## config.mk

```make
export PLATFORM = sky130hd
export DESIGN_NAME = aft_table
export DESIGN_NICKNAME = d
export VERILOG_FILES = /design/src/design/aft_pkg.sv /design/src/design/aft_table.sv
export SDC_FILE = /design/constraint.sdc
export NUM_CORES = 2
export LEC_CHECK = 0
export ABC_AREA = 1
export BUFFER_PORTS_ARGS = -buffer_cell sky130_fd_sc_hd__buf_2
export CAP_MARGIN = 25
export CORE_AREA = 8 8 623 625
export CTS_CLUSTER_DIAMETER = 40
export DETAILED_ROUTE_END_ITERATION = 8
export DIE_AREA = 0 0 631 633
export GPL_ROUTABILITY_DRIVEN = 0
export PLACE_DENSITY = 0.57
export RECOVER_POWER = 50
export SYNTH_ARGS = -nofsm -noshare
export SYNTH_HDL_FRONTEND = slang
export SYNTH_SLANG_ARGS = --single-unit
```

## constraint.sdc

```tcl
create_clock -name clk -period 2.25 [get_ports clk]
set_input_delay 0 -clock clk [delete_from_list [all_inputs] [get_ports clk]]
set_output_delay 0 -clock clk [all_outputs]
set_load 0.05 [all_outputs]
```

## src/design/aft_pkg.sv

```systemverilog
// Shared types and constants of the animation frame timer.
package aft_pkg;

	localparam int MAX_FRAMES_DEF = 256;
	localparam int FRAME_CAP      = 256;
	localparam int FRAME_W        = 8;
	localparam int COUNT_W        = 9;
	localparam int DUR_W          = 16;
	localparam int CFG_IDX_W      = 2;
	localparam logic [DUR_W-1:0] RESET_DURATION = 16'd100;

	typedef enum logic [CFG_IDX_W-1:0] {
		REG_FRAME_TOTAL      = 2'd0,
		REG_LOOP_ENABLE      = 2'd1,
		REG_DEFAULT_DURATION = 2'd2,
		REG_TABLE_ENABLE     = 2'd3
	} cfg_reg_t;

	typedef enum logic {
		CMD_ADVANCE = 1'b0,
		CMD_WRITE   = 1'b1
	} cmd_t;

	typedef struct packed {
		logic [COUNT_W-1:0] frame_total;
		logic               loop_enable;
		logic [DUR_W-1:0]   default_duration;
		logic               table_enable;
	} cfg_t;

	typedef enum logic [2:0] {
		ST_IDLE = 3'b001,
		ST_RUN  = 3'b010,
		ST_EMIT = 3'b100
	} state_t;

endpackage

```

## src/design/aft_table.sv

```systemverilog
// Per-frame duration memory: one write port, one registered read port.
module aft_table #(
	parameter int DEPTH = aft_pkg::FRAME_CAP,
	localparam int AW = (DEPTH > 1) ? $clog2(DEPTH) : 1
) (
	input  logic                      clk,
	input  logic                      wr_en,
	input  logic [AW-1:0]             wr_addr,
	input  logic [aft_pkg::DUR_W-1:0] wr_data,
	input  logic [AW-1:0]             rd_addr,
	output logic [aft_pkg::DUR_W-1:0] rd_data
);

	logic [aft_pkg::DUR_W-1:0] mem [DEPTH];
	logic [aft_pkg::DUR_W-1:0] rd_data_q;

	always_ff @(posedge clk) begin
		if (wr_en) begin
			mem[wr_addr] <= wr_data;
		end
	end

	always_ff @(posedge clk) begin
		rd_data_q <= mem[rd_addr];
	end

	assign rd_data = rd_data_q;

endmodule

```

==> results <==
- The per-instance average area after synthesis is 12.2 sq um.
- The number of post-CTS setup repair buffers is 0.
- The flow ran to the end, but the final reports show violations.
- The number of max-slew violations in the final report is 917.
- The worst hold path belongs to the class input pin to register.
- In the post-synthesis netlist, the biggest area contributors are sky130_fd_sc_hd__edfxtp_1, sky130_fd_sc_hd__nand3_1, sky130_fd_sc_hd__nand2_1.
- In this run the critical register-to-register path is captured at rd_data[14].
- The floorplan step defined a core boundary enclosing 378000 sq um.
- For this block, wires on met1 add up to 220000 um.
- During synthesis, Yosys emitted a total of 0 warnings.
- The share of synthesized area occupied by flip-flops and latches is 74.4%.
- The maximum fanout count along the critical path is 15.
- The detailed route wirelength on metal2 is 240000 um.
- Setup repair after global routing left no endpoint under its margin.
- The worst register-to-register path has a depth of 11.
- The leading cell type in the layout, fill and taps excluded is sky130_fd_sc_hd__nand2_1.
- In this run the biggest area consumer among cell types represents 74.2% of the synthesized area.
- The die covers 399000 sq um.
- Counting tap cells, the placed design contains a total of 19000 instances.
- The path with the worst hold slack has its endpoint at rd_data[1].
- TritonCTS built the clock tree.
- The post-route clock skew is 44.8 ps.
- The worst setup slack after layout is -24.8 ps.
- The final number of setup-violating endpoints is 15.
- For this design the ratio of total power to cell area is 923 nW/um^2.
- The post-layout net count is 14600.
- The worst setup path is launched from an input pin.
- In this run the critical register-to-register path is launched from mem[105][14].
- 50 I/O pins were placed.
- The filler cells instantiated in the layout total 32000.
- The tool flagged a number of max-cap violations equal to 16.
- After the first detailed-routing iteration, the DRC count stood at 14500.
- The finished cells cover 199000 sq um.
- The tree is rooted in a sky130_fd_sc_hd__clkbuf_16.
- The area growth from synthesis to layout is 19.9%.
- The dominant cell type by area after synthesis is sky130_fd_sc_hd__edfxtp_1.
- After legalization and detailed placement, the total HPWL measured 327000 um.
- Across all register-to-register paths, the minimum setup slack is 80 ps.
- After synthesis the cells add up to 166000 sq um.
- The final layout contains routed wiring with a total length of 529000 um.
- Before CTS, the worst setup slack after placement is -638 ps.
- In the layout the commonest cells are sky130_fd_sc_hd__nand2_1, sky130_fd_sc_hd__edfxtp_1, sky130_fd_sc_hd__nand3_1, sky130_fd_sc_hd__buf_4, sky130_fd_sc_hd__clkbuf_16.
- The hold violation count in the final report is 0.
- The classification of the worst setup path is input pin to register.
- In the global route stage, overall resource usage came out at 25.7%.
- Across the VDD grid, the largest voltage drop is 0.000787 V.
- Entering global routing, the biggest net connects 84 pins.
- At the worst endpoint, the arrival time is 2980 ps.
- The count of non-filler cells in the finished layout is 20000.
- The clock passes through at most 4 buffers.
- The checks that failed: capacitance limit, slew limit, setup timing.
- The number of different library cells in the post-synthesis netlist is 15.
- Clock tree synthesis inserted a total of 540 buffers.
- Signal routing reaches up to met5.
- The H-tree depth is 6.
- For the worst setup path, the data required time is 2950 ps.
- The total leakage power is 71.2 nW.
- The element type at the critical path end is a register.
- The worst hold path passes through 11 cells.
- The final period utilization is 101%.
- The DRC violation count after routing is 0.
- The initial antenna violation count is 36.
- Counting flops and latches in the post-synthesis netlist gives 4112.
- Summed over all nets, wire length on met3 after detailed routing comes to 47300 um.
- The number of vias in the routed layout is 113000.
- The total grt overflow is 0.
- Static timing analysis puts the maximum clock frequency at 440 MHz.
- The placed cell area is 181000 sq um.
- The transition time of the tightest slew-check pin is 2620 ps.
- The die is 631 um wide.
- The post-route antenna net violation count is 0.
- The clock input transition at the sequential cells of the worst setup and hold paths is 50 ps.
- The share of post-route cells with drive strength above 1 is 14.1%.
- The clock net in this run drives a total of 4112 sinks.
- The final critical path time including I/O delays and setup is 2270 ps.
- The first global-routing pass estimated 758000 um of wire.
- The launch instance of the worst min-delay path is rd_addr[2].
- The worst pin sits at a relative slew slack of -74.8%.
- The number of global-route vias before repair is 106000.
- The floorplan step set the die height to 633 um.
- Before antenna repair, the detailed router went through 8 iterations.
- The initial utilization of the core area, before any placement, comes to 43.9%.
- The clock latency on the worst-skew pair is 1030 ps.
- The initialized floorplan defines 226 standard-cell rows.
- The number of cells produced by synthesis is 13600.
- The number of port buffers is 49.
- The routed length per instance is 26.4 um.
- The number of nets produced by synthesis is 13700.
- The via density per instance is 5.66.
==> cells by family after synthesis <==
logic type | share of synthesized area [%]
buf+inv | 3.21
simple gates | 22.4
flops | 74.4
==> cell type report <==
type / instances / area (sq um) / share of cell area (%)
antenna: 12 / 30.0 / 0.0151
clock buffer: 641 / 14400 / 7.25
clock inverter: 331 / 3840 / 1.93
inverter: 39 / 199 / 0.100
multi-input combinational: 8529 / 37200 / 18.7
sequential: 4112 / 123000 / 62.1
tap: 5016 / 6280 / 3.16
timing repair buffer: 1332 / 13400 / 6.76
==> flip-flops by register name, indices dropped and copies added, names as in the netlist <==
name / cells
mem: 4096
rd_data: 16
==> metal layers <==
metal,GRT usage [%],vias to the layer above
li1,-,50700
met1,36.7,56100
met2,39.7,5494
met3,3.90,972
met4,10.1,14
met5,0,-
==> worst max-delay path: stages <==
cell and delay [ps]:
sky130_fd_sc_hd__dlygate4sd3_1 600, sky130_fd_sc_hd__buf_2 170, sky130_fd_sc_hd__nor2_1 70, sky130_fd_sc_hd__dlygate4sd3_1 550, sky130_fd_sc_hd__buf_4 150, sky130_fd_sc_hd__nand2_1 220
sky130_fd_sc_hd__dlygate4sd3_1 720, sky130_fd_sc_hd__nor2_2 250, sky130_fd_sc_hd__buf_12 210
==> synth_stat cells, drive strengths merged <==
cell and instances:
nand3 4035, nand2 4211, clkbuf 154, buf 783
edfxtp 4096, inv 39, nor2 283, dfxtp 16
==> worst max path at each step <==
stage                             from          end  slack, ps
after floorplan                  wr_en  mem[162][0]        410
after global placement      rd_addr[0]   rd_data[0]       -660
after detailed placement    rd_addr[0]   rd_data[0]       -640
after CTS                   rd_data[0]   rd_data[0]          6
after global routing      mem[103][15]  rd_data[15]         30
final                       wr_addr[7]  mem[21][14]        -20
==> metrics by stage <==
stage	util, %	setup TNS (ps)	hold WS, ps	power, W
floorplan	-	0	98.9	0.0915
detailed placement	47.8	-6150	316	0.0980
global route	52.6	0	201	0.188
global placement	47.8	-6330	319	0.0980
finish	52.6	-211	194	0.183
CTS	52.8	0	38.9	0.184
==> power by group <==
part | leakage, nW | switching (W) | internal [W]
clock | 8.78 | 0.0332 | 0.0536
sequential | 36.9 | 0.000170 | 0.0845
combinational | 25.5 | 0.00848 | 0.00347
==> what timing repair did <==
action,in CTS,in global routing
setup endpoints to repair,0,20
hold endpoints to repair,4953,0
gates resized for setup,0,6
hold buffers,53,0
(Power assumes the default switching activity.)
