<file path="src/design/aft_pkg.sv">
// Shared types and constants of the animation frame timer.
package aft_pkg;

	localparam int MAX_FRAMES_DEF = 256;
	localparam int FRAME_CAP      = 256;
	localparam int FRAME_W        = 8;
	localparam int COUNT_W        = 9;
	localparam int DUR_W          = 16;
	localparam int CFG_IDX_W      = 2;
	localparam logic [DUR_W-1:0] RESET_DURATION = 16'd100;

	typedef enum logic [CFG_IDX_W-1:0] {
		REG_FRAME_TOTAL      = 2'd0,
		REG_LOOP_ENABLE      = 2'd1,
		REG_DEFAULT_DURATION = 2'd2,
		REG_TABLE_ENABLE     = 2'd3
	} cfg_reg_t;

	typedef enum logic {
		CMD_ADVANCE = 1'b0,
		CMD_WRITE   = 1'b1
	} cmd_t;

	typedef struct packed {
		logic [COUNT_W-1:0] frame_total;
		logic               loop_enable;
		logic [DUR_W-1:0]   default_duration;
		logic               table_enable;
	} cfg_t;

	typedef enum logic [2:0] {
		ST_IDLE = 3'b001,
		ST_RUN  = 3'b010,
		ST_EMIT = 3'b100
	} state_t;

endpackage

</file>
<file path="src/design/aft_if.sv">
// Valid/ready channel interfaces for command beats and result beats.
interface aft_req_if;
	logic                          valid;
	logic                          ready;
	logic                          cmd;
	logic [aft_pkg::DUR_W-1:0]     delta_ms;
	logic [aft_pkg::FRAME_W-1:0]   entry_index;
	logic [aft_pkg::DUR_W-1:0]     entry_duration;

	modport source (output valid, cmd, delta_ms, entry_index, entry_duration, input ready);
	modport sink (input valid, cmd, delta_ms, entry_index, entry_duration, output ready);
endinterface

interface aft_rsp_if;
	logic                          valid;
	logic                          ready;
	logic [aft_pkg::FRAME_W-1:0]   frame_position;
	logic [aft_pkg::DUR_W-1:0]     time_in_frame;

	modport source (output valid, frame_position, time_in_frame, input ready);
	modport sink (input valid, frame_position, time_in_frame, output ready);
endinterface

</file>
<file path="src/design/aft_ctrl.sv">
// Sequencer: frame state, one frame step per cycle against the table, result register.
module aft_ctrl #(
	parameter int DEPTH = aft_pkg::FRAME_CAP,
	localparam int AW = (DEPTH > 1) ? $clog2(DEPTH) : 1
) (
	input  logic                      clk,
	input  logic                      arst_n,
	input  aft_pkg::cfg_t             cfg,
	aft_req_if.sink                   req,
	aft_rsp_if.source                 rsp,
	output logic                      wr_en,
	output logic [AW-1:0]             wr_addr,
	output logic [aft_pkg::DUR_W-1:0] wr_data,
	output logic [AW-1:0]             rd_addr,
	input  logic [aft_pkg::DUR_W-1:0] rd_data
);

	localparam logic [aft_pkg::COUNT_W-1:0] DEPTH_C = aft_pkg::COUNT_W'(DEPTH);

	aft_pkg::state_t state_q;

	logic [aft_pkg::FRAME_W-1:0] cf_q;
	logic [aft_pkg::DUR_W-1:0]   fe_q;
	logic [aft_pkg::DUR_W-1:0]   rem_q;
	logic                        inr_s1;
	logic                        out_valid_q;
	logic [aft_pkg::FRAME_W-1:0] out_frame_q;
	logic [aft_pkg::DUR_W-1:0]   out_time_q;

	logic                        acc;
	logic                        out_free;
	logic [aft_pkg::COUNT_W-1:0] eff_count;
	logic [aft_pkg::DUR_W-1:0]   dur_sel;
	logic [aft_pkg::DUR_W-1:0]   ms_to_end;
	logic [aft_pkg::DUR_W-1:0]   rem_next;
	logic                        step_over;
	logic [aft_pkg::COUNT_W-1:0] cf_inc;
	logic                        hold_last;
	logic [aft_pkg::FRAME_W-1:0] last_frame;
	logic [aft_pkg::FRAME_W-1:0] next_cf;
	logic [aft_pkg::FRAME_W-1:0] rd_frame;
	logic                        no_work;

	assign req.ready = (state_q == aft_pkg::ST_IDLE);
	assign acc       = req.valid && req.ready;
	assign out_free  = !out_valid_q || rsp.ready;

	assign eff_count = (cfg.frame_total > DEPTH_C) ? DEPTH_C : cfg.frame_total;
	assign no_work   = (eff_count <= aft_pkg::COUNT_W'(1)) || (req.delta_ms == '0);

	assign dur_sel = (cfg.table_enable && inr_s1 && (rd_data != '0)) ? rd_data
		: cfg.default_duration;
	assign ms_to_end = (fe_q < dur_sel) ? (dur_sel - fe_q) : '0;
	assign step_over = (rem_q >= ms_to_end);
	assign rem_next  = rem_q - ms_to_end;

	assign cf_inc     = {1'b0, cf_q} + aft_pkg::COUNT_W'(1);
	assign last_frame = aft_pkg::FRAME_W'(eff_count - aft_pkg::COUNT_W'(1));
	assign hold_last  = !(cf_inc < eff_count) && !cfg.loop_enable;

	always_comb begin
		priority if (cf_inc < eff_count) begin
			next_cf = cf_inc[aft_pkg::FRAME_W-1:0];
		end else if (cfg.loop_enable) begin
			next_cf = '0;
		end else begin
			next_cf = last_frame;
		end
	end

	// next frame's duration is fetched while this one is stepped
	assign rd_frame = (state_q == aft_pkg::ST_RUN) ? next_cf : cf_q;
	assign rd_addr  = rd_frame[AW-1:0];

	always_ff @(posedge clk) begin
		inr_s1 <= ({1'b0, rd_frame} < DEPTH_C);
	end

	assign wr_en   = acc && (req.cmd == aft_pkg::CMD_WRITE)
		&& ({1'b0, req.entry_index} < DEPTH_C);
	assign wr_addr = req.entry_index[AW-1:0];
	assign wr_data = req.entry_duration;

	always_ff @(posedge clk or negedge arst_n) begin
		if (!arst_n) begin
			state_q <= aft_pkg::ST_IDLE;
			cf_q    <= '0;
			fe_q    <= '0;
		end else begin
			unique case (state_q)
				aft_pkg::ST_IDLE: begin
					if (acc) begin
						if (req.cmd == aft_pkg::CMD_WRITE || no_work) begin
							state_q <= aft_pkg::ST_EMIT;
						end else begin
							state_q <= aft_pkg::ST_RUN;
						end
					end
				end
				aft_pkg::ST_RUN: begin
					priority if (dur_sel == '0) begin
						state_q <= aft_pkg::ST_EMIT;
					end else if (!step_over) begin
						fe_q    <= fe_q + rem_q;
						state_q <= aft_pkg::ST_EMIT;
					end else if (hold_last) begin
						cf_q    <= last_frame;
						fe_q    <= dur_sel - aft_pkg::DUR_W'(1);
						state_q <= aft_pkg::ST_EMIT;
					end else begin
						cf_q <= next_cf;
						fe_q <= '0;
						if (rem_next == '0) begin
							state_q <= aft_pkg::ST_EMIT;
						end
					end
				end
				aft_pkg::ST_EMIT: begin
					if (out_free) begin
						state_q <= aft_pkg::ST_IDLE;
					end
				end
				default: state_q <= aft_pkg::ST_IDLE;
			endcase
		end
	end

	always_ff @(posedge clk) begin
		if (state_q == aft_pkg::ST_IDLE && acc) begin
			rem_q <= req.delta_ms;
		end else if (state_q == aft_pkg::ST_RUN) begin
			rem_q <= rem_next;
		end
	end

	always_ff @(posedge clk or negedge arst_n) begin
		if (!arst_n) begin
			out_valid_q <= 1'b0;
		end else if (state_q == aft_pkg::ST_EMIT && out_free) begin
			out_valid_q <= 1'b1;
		end else if (rsp.ready) begin
			out_valid_q <= 1'b0;
		end
	end

	always_ff @(posedge clk) begin
		if (state_q == aft_pkg::ST_EMIT && out_free) begin
			out_frame_q <= cf_q;
			out_time_q  <= fe_q;
		end
	end

	assign rsp.valid          = out_valid_q;
	assign rsp.frame_position = out_frame_q;
	assign rsp.time_in_frame  = out_time_q;

endmodule

</file>
<file path="src/flat_wrapper.sv">
// flat-port wrapper written by rule: the top's interface ports become plain ports
module aft_ctrl_flat 
#(
	parameter int DEPTH = aft_pkg::FRAME_CAP,
	localparam int AW = (DEPTH > 1) ? $clog2(DEPTH) : 1
)
  (clk, arst_n, cfg, wr_en, wr_addr, wr_data, rd_addr, rd_data, req_valid, req_cmd, req_delta_ms, req_entry_index, req_entry_duration, req_ready, rsp_valid, rsp_frame_position, rsp_time_in_frame, rsp_ready);
  aft_req_if req_i ();
  aft_rsp_if rsp_i ();
  input  logic clk;
  input  logic arst_n;
  input  aft_pkg::cfg_t cfg;
  output logic wr_en;
  output logic [AW-1:0] wr_addr;
  output logic [aft_pkg::DUR_W-1:0] wr_data;
  output logic [AW-1:0] rd_addr;
  input  logic [aft_pkg::DUR_W-1:0] rd_data;
  input wire logic [$bits(req_i.valid)-1:0] req_valid;
  input wire logic [$bits(req_i.cmd)-1:0] req_cmd;
  input wire logic [$bits(req_i.delta_ms)-1:0] req_delta_ms;
  input wire logic [$bits(req_i.entry_index)-1:0] req_entry_index;
  input wire logic [$bits(req_i.entry_duration)-1:0] req_entry_duration;
  output wire logic [$bits(req_i.ready)-1:0] req_ready;
  output wire logic [$bits(rsp_i.valid)-1:0] rsp_valid;
  output wire logic [$bits(rsp_i.frame_position)-1:0] rsp_frame_position;
  output wire logic [$bits(rsp_i.time_in_frame)-1:0] rsp_time_in_frame;
  input wire logic [$bits(rsp_i.ready)-1:0] rsp_ready;
  assign req_i.valid = req_valid;
  assign req_i.cmd = req_cmd;
  assign req_i.delta_ms = req_delta_ms;
  assign req_i.entry_index = req_entry_index;
  assign req_i.entry_duration = req_entry_duration;
  assign req_ready = req_i.ready;
  assign rsp_valid = rsp_i.valid;
  assign rsp_frame_position = rsp_i.frame_position;
  assign rsp_time_in_frame = rsp_i.time_in_frame;
  assign rsp_i.ready = rsp_ready;
  aft_ctrl #(.DEPTH(DEPTH)) u_core (.clk(clk), .arst_n(arst_n), .cfg(cfg), .req(req_i), .rsp(rsp_i), .wr_en(wr_en), .wr_addr(wr_addr), .wr_data(wr_data), .rd_addr(rd_addr), .rd_data(rd_data));
endmodule
</file>
<file path="config.mk">
export PLATFORM = sky130hd
export DESIGN_NAME = aft_ctrl_flat
export DESIGN_NICKNAME = d
export VERILOG_FILES = /design/src/design/aft_pkg.sv /design/src/design/aft_if.sv /design/src/design/aft_ctrl.sv /design/src/flat_wrapper.sv
export SDC_FILE = /design/constraint.sdc
export NUM_CORES = 1
export LEC_CHECK = 0
export ABC_AREA = 0
export BUFFER_PORTS_ARGS = -buffer_cell sky130_fd_sc_hd__buf_2
export CORE_UTILIZATION = 35
export CTS_BUF_LIST = sky130_fd_sc_hd__clkbuf_8
export DETAILED_ROUTE_END_ITERATION = 8
export MAX_ROUTING_LAYER = met4
export PLACE_DENSITY = 0.64
export SYNTH_ARGS = -nofsm -noshare
export SYNTH_HDL_FRONTEND = slang
export SYNTH_SLANG_ARGS = --single-unit
export TNS_END_PERCENT = 5
</file>
<file path="constraint.sdc">
create_clock -name clk -period 14.95 [get_ports clk]
set_clock_uncertainty 0.1 [all_clocks]
set_input_delay 2.99 -clock clk [delete_from_list [all_inputs] [get_ports clk]]
set_output_delay 2.99 -clock clk [all_outputs]
set_load 0.1 [all_outputs]
</file>
==> results.py, run 1 <==
metrics = {
    "outcome": {
        "status": "completed",
    },
    "detailed_routing": {
        "routed_wl_um": 18060,
        "drtAntennaViolNets": 0,
        "viasPerCell": 5.465,
        "drtIter0Drc": 506,
        "routedWlPerCell_um": 16.37,
        "vias": 6028,
        "drc_errors": 0,
        "firstDrtPassIters": 5,
    },
    "critical_path": {
        "path_max_fanout": 24,
        "crit_type": "input pin to flip-flop",
        "timing.rr.end": "u_core.cf_q[4]",
        "reg2reg_depth": 21,
        "cpPeakStageDelay_ns": 0.81,
        "crit_path_end_kind": "flip-flop",
        "required_ns": 15.10,
        "r2r_start": "u_core.fe_q[0]",
        "critPathLaunchType": "input pin",
        "r2r_slack_ns": 8.35,
        "arrival_ns": 11.01,
        "crit_slowest_cell": "a21oi_1",
    },
    "placed_design": {
        "dpl.hpwl_um": 14670,
        "port_buffers": 98,
        "dp_slack_ns": 3.796,
        "gp_congestion": 0.9829,
        "dpl_cell_area_um2": 7202,
    },
    "sta": {
        "rsz0062_at_grt": "false",
        "slew_headroom_pct": 23.21,
        "setup_viol": 0,
        "max_freq_ghz": 0.09212,
        "fin_crit_sh_pct": 72.61,
        "period_minus_slack_ns": 10.86,
        "setup_ws_ns": 4.094,
        "hold_viol_final": 0,
        "tns_ns": 0,
        "hold_ws_ns": 0.3905,
        "slew_violations": 0,
        "worst_pin_slew_ns": 1.144,
    },
    "yosys": {
        "synth.avg_cell_area_um2": 8.364,
        "synth.area.top_cells": "edfxtp_1 (18%), ha_1 (11%), dfrtp_1 (10%), nand2_1 (5.5%), o21ai_0 (3.7%)",
        "seq_area_frac_synth_pct": 28.33,
        "syn-num-nets": 953,
        "synthArstFlopShare_pct": 41.18,
        "synth_edf_count": 40,
        "synth.top_cell.area_share_pct": 17.88,
        "ys_seq_elements": 68,
        "ys_types": 76,
        "yosys_warnings": 0,
        "netlist_area_um2": 6716,
        "ys.flop_type": "edfxtp_1",
        "synth_cells": 803,
        "synth.largest_area_cell": "edfxtp_1",
    },
    "pwr": {
        "p_total_mw": 1.958,
        "pwr-share-clk_pct": 8.3,
        "p_comb_share_pct": 72.2,
        "p_sw_mw": 1.045,
        "leakagePower_nw": 3.129,
        "power_density_nw_per_um2": 264.3,
        "vdd_drop_max_v": 0.0001591,
        "seqPwrFrac_pct": 19.5,
        "sw_frac_of_total_pct": 53.40,
        "p_int_mw": 0.9123,
    },
    "die": {
        "fp.coreArea_um2": 18770,
        "die_x_um": 140.5,
        "start_util_pct": 35.79,
        "fp.dieArea_um2": 19750,
        "boundaryPins": 147,
        "row_count": 50,
        "die_y_um": 140.5,
    },
    "cts": {
        "clockBufferDepth": 2,
        "insertion_delay_ns": 0.37,
        "cts-root-buf": "clkbuf_8",
        "cts_tree": "yes",
        "clkSinkCount": 68,
        "cts_buffers": 9,
        "post-cts-setup-buffers": 0,
        "ctsHoldBuffers": 0,
        "postCtsResizedCells": 0,
        "htree_levels": 3,
        "clk_pin_slew_ns": 0.08,
    },
    "layout": {
        "design_area_um2": 7408,
        "diodes": 0,
        "final_cell_mix": "nand2_1 (99), buf_2 (98), nor2_1 (59), ha_1 (59), o21ai_0 (49)",
        "fillers": 1934,
        "nets": 1014,
        "final_common_cell": "nand2_1",
        "syn2layout_area_growth_pct": 10.30,
        "drive_gt1_share_pct": 16.34,
    },
    "worst_hold_path": {
        "whs_path_depth": 0,
        "hp-class": "flip-flop to flip-flop",
        "min_from": "u_core.fe_q[10]",
        "min_to": "u_core.rsp.time_in_frame[10]",
    },
    "global_routing": {
        "grt_max_degree": 30,
        "grt_util_all_layers_pct": 19.24,
        "antenna_found_initial": 0,
        "grt_pass1_vias": 5568,
        "grt_overflow_total": 0,
        "grt_first_pass_wirelength_um": 28920,
    },
    "job": {
        "max-cap-violations": 0,
    },
}
## cells in the mapped netlist, types with 8 or more instances
master / count
nand2_1: 99
ha_1: 59
nor2_1: 59
o21ai_0: 49
a21oi_1: 48
inv_1: 41
edfxtp_1: 40
nand3_1: 30
dfrtp_1: 27
xnor2_1: 27
buf_4: 25
xor2_1: 23
nor3_1: 19
a21o_1: 17
a31oi_1: 17
clkbuf_1: 17
nand2b_1: 11
or3_1: 11
a211oi_1: 10
mux2_2: 10
nor4_1: 10
nand3b_1: 9
nor2b_1: 9
o21a_1: 9
o31ai_1: 8
## layer usage
layer | GRT usage, % | vias to the layer above | share of wire (%)
li1 | - | 3045 | -
met1 | 25.60 | 2789 | 48
met2 | 30.53 | 176 | 46
met3 | 2.906 | 18 | 4.6
met4 | 4.920 | 0 | 1.4
met5 | - | - | 0
## worst max-delay path: cells and delay by family
family	cells	cell delay, ns
AOI/OAI and AO/OA	12	3.89
adders and majority gates	4	1.26
buffers and inverters	2	0.16
muxes	2	0.64
and+or+nand+nor	6	2.06
## cell families (layout without fill, tap and decap cells)
group	after synthesis	in the layout	synth area share (%)
adder cells (fa/ha/maj)	62	62	11.89
buffers and inverters	91	157	6.893
XOR/XNOR	50	50	6.520
AO/OA/AOI/OAI	213	213	20.85
flip-flops	68	68	28.33
AND/OR/NAND/NOR	298	298	21.93
multiplexers	21	21	3.595
## registers in the layout, indices dropped and copies added, names as in the netlist
signal / count
u_core.cf_q: 8
u_core.fe_q: 16
u_core.rem_q: 16
u_core.rsp.frame_position: 8
u_core.rsp.time_in_frame: 16
u_core.rsp.valid: 1
u_core.state_q: 3
## stage by stage
| stage | util (%) | std cells |
|---|---|---|
| 6_report | 39.47 | 1103 |
| 5_1_grt | 39.47 | 1103 |
| 4_1_cts | 39.47 | 1103 |
| 3_5_place_dp | 38.37 | 1087 |
| 3_3_place_gp | 38.37 | 1087 |
| 2_1_floorplan | - | 803 |
## layout make-up
class	instances	area, um2	area share [%]
Multi-Input combinational cell	644	4350	58.72
Tap cell	234	292.8	3.952
Timing Repair Buffer	99	498.0	6.722
Clock buffer	9	123.9	1.672
Inverter	42	157.7	2.128
Sequential cell	68	1903	25.69
Clock inverter	7	82.58	1.115
## power by group through the flow
stage | clock network (mW) | registers (mW) | logic (mW)
after CTS | 0.166 | 0.381 | 1.40
after global placement | 0 | 0.385 | 1.39
final | 0.162 | 0.382 | 1.41
after floorplan | 0 | 0.424 | 1.09
after detailed placement | 0 | 0.385 | 1.39
after global routing | 0.174 | 0.392 | 1.56
## how the worst max path moves through the flow
stage                start        endpoint  slack (ns)
3_5_place_dp   rd_data[14]  u_core.cf_q[6]        3.80
4_1_cts        rd_data[14]  u_core.cf_q[6]        4.17
6_report       rd_data[14]  u_core.cf_q[4]        4.09
5_1_grt        rd_data[14]  u_core.cf_q[6]        3.60
2_1_floorplan      cfg[23]      rd_addr[1]        4.33
3_3_place_gp   rd_data[14]  u_core.cf_q[4]        3.93
No activity file was read; power rests on OpenSTA's default activity.
==> inputs of run 2 (changes only) <==
PLACE_DENSITY = 0.66   (was 0.64)
clock period = 9.5 ns   (was 14.95 ns; I/O delays follow)
==> results.py, run 2 (synthesis gave the netlist of run 1 again) <==
metrics = {
    "die": {
        "start_util_pct": 35.79,
        "die_x_um": 140.5,
        "row_count": 50,
        "boundaryPins": 147,
        "fp.coreArea_um2": 18770,
        "die_y_um": 140.5,
        "fp.dieArea_um2": 19750,
    },
    "placed_design": {
        "dpl.hpwl_um": 14890,
        "port_buffers": 98,
        "gp_congestion": 0.9930,
        "dp_slack_ns": 0.4557,
        "dpl_cell_area_um2": 7217,
    },
    "critical_path": {
        "required_ns": 9.66,
        "crit_type": "input pin to flip-flop",
        "path_max_fanout": 17,
        "crit_path_end_kind": "flip-flop",
        "critPathLaunchType": "input pin",
        "arrival_ns": 8.88,
        "reg2reg_depth": 21,
    },
    "global_routing": {
        "grt_overflow_total": 0,
        "grt_pass1_vias": 5713,
        "antenna_found_initial": 0,
        "grt_first_pass_wirelength_um": 29880,
        "grt_max_degree": 30,
        "grt_util_all_layers_pct": 19.79,
    },
    "cts": {
        "insertion_delay_ns": 0.38,
        "htree_levels": 3,
        "postCtsResizedCells": 0,
        "clockBufferDepth": 2,
        "clk_pin_slew_ns": 0.08,
        "post-cts-setup-buffers": 0,
        "ctsHoldBuffers": 0,
        "cts_buffers": 9,
        "cts_tree": "yes",
        "cts-root-buf": "clkbuf_8",
        "clkSinkCount": 68,
    },
    "worst_hold_path": {
        "hp-class": "flip-flop to flip-flop",
        "whs_path_depth": 0,
    },
    "sta": {
        "worst_pin_slew_ns": 1.187,
        "period_minus_slack_ns": 8.716,
        "tns_ns": 0,
        "setup_viol": 0,
        "max_freq_ghz": 0.1147,
        "hold_viol_final": 0,
        "slew_headroom_pct": 20.31,
        "rsz0062_at_grt": "false",
        "slew_violations": 0,
        "fin_crit_sh_pct": 91.75,
        "setup_ws_ns": 0.7839,
    },
    "pwr": {
        "leakagePower_nw": 3.150,
        "vdd_drop_max_v": 0.0001941,
        "power_density_nw_per_um2": 419.7,
        "p_total_mw": 3.122,
    },
    "layout": {
        "diodes": 0,
        "fillers": 1916,
        "nets": 1016,
        "final_common_cell": "nand2_1",
        "design_area_um2": 7440,
        "drive_gt1_share_pct": 16.53,
        "final_cell_mix": "nand2_1 (99), buf_2 (98), nor2_1 (59), ha_1 (59), o21ai_0 (49)",
        "syn2layout_area_growth_pct": 10.77,
    },
    "detailed_routing": {
        "routed_wl_um": 18560,
        "vias": 6161,
        "drtAntennaViolNets": 0,
        "firstDrtPassIters": 8,
        "drtIter0Drc": 449,
        "routedWlPerCell_um": 16.80,
        "viasPerCell": 5.576,
        "drc_errors": 0,
    },
    "job": {
        "max-cap-violations": 0,
    },
    "outcome": {
        "status": "completed",
    },
}
run 2: cell types whose count changed in the layout (fill, tap and decap cells not counted), sizes merged:
cell      change
inv           -3
clkinv        +3
buf           +2
bufinv        +1
clkinvlp      -1
run 2: critical path, cell delays in order:
cell and delay [ns]:
buf_2 0.12, or4_1 0.58, or4_4 0.51, o21ai_4 0.30, mux2i_1 0.19, ha_1 0.25
fa_1 0.40, nand2b_1 0.19, a21boi_0 0.20, o21ai_0 0.16, a21o_1 0.22, a21o_1 0.16
and2_1 0.20, a21oi_1 0.20, nor2b_1 0.19, ha_1 0.18, inv_1 0.05, fa_1 0.41
a211oi_1 0.35, o21ba_1 0.20, o21ai_1 0.12, a211o_1 0.33, a311o_1 0.37, o21a_1 0.35
nand2_1 0.36, mux2_2 0.37
run 2: path summary, 6_finish.rpt:
| path | from | endpoint | slack (ns) |
|---|---|---|---|
| worst min-delay path | u_core.fe_q[10] | u_core.rsp.time_in_frame[10] | 0.39 |
| worst min register to register | u_core.fe_q[10] | u_core.rsp.time_in_frame[10] | 0.39 |
| max in group asynchronous | arst_n | u_core.cf_q[1] | 7.39 |
| worst max-delay path | rd_data[1] | u_core.cf_q[4] | 0.78 |
| worst max register to register | u_core.fe_q[0] | u_core.cf_q[4] | 3.57 |
| min in group asynchronous | arst_n | u_core.fe_q[7] | 1.46 |
run 2: final cells by class:
| type | instances | area [um2] | area share (%) |
|---|---|---|---|
| multi-input cells | 644 | 4350 | 58.48 |
| flip-flops and latches | 68 | 1903 | 25.58 |
| repair buffers | 101 | 513.0 | 6.895 |
| well taps | 234 | 292.8 | 3.935 |
| inverters | 42 | 157.7 | 2.119 |
| clock buffers | 9 | 123.9 | 1.665 |
| clock inverters | 7 | 98.84 | 1.329 |
run 2: through the flow:
| stage | utilization, % | hold slack (ns) | instances |
|---|---|---|---|
| after floorplan | - | 0.3506 | 803 |
| after global placement | 38.45 | 0.3694 | 1089 |
| after detailed placement | 38.45 | 0.3749 | 1089 |
| after CTS | 39.64 | 0.3936 | 1105 |
| after global routing | 39.64 | 0.4166 | 1105 |
| final | 39.64 | 0.3914 | 1105 |
run 2: where the power goes:
group	internal, mW	switching, mW
Clock	0.149	0.127
Combinational	0.827	1.41
Sequential	0.487	0.122
Total	1.46	1.66
run 2: metal layers:
metal | part of all wire [%] | GRT usage [%] | up-vias
met1 | 46 | 26.33 | 2885
met4 | 2.0 | 6.579 | 0
li1 | - | - | 3060
met3 | 4.9 | 2.564 | 26
met5 | 0 | - | -
met2 | 47 | 31.03 | 190
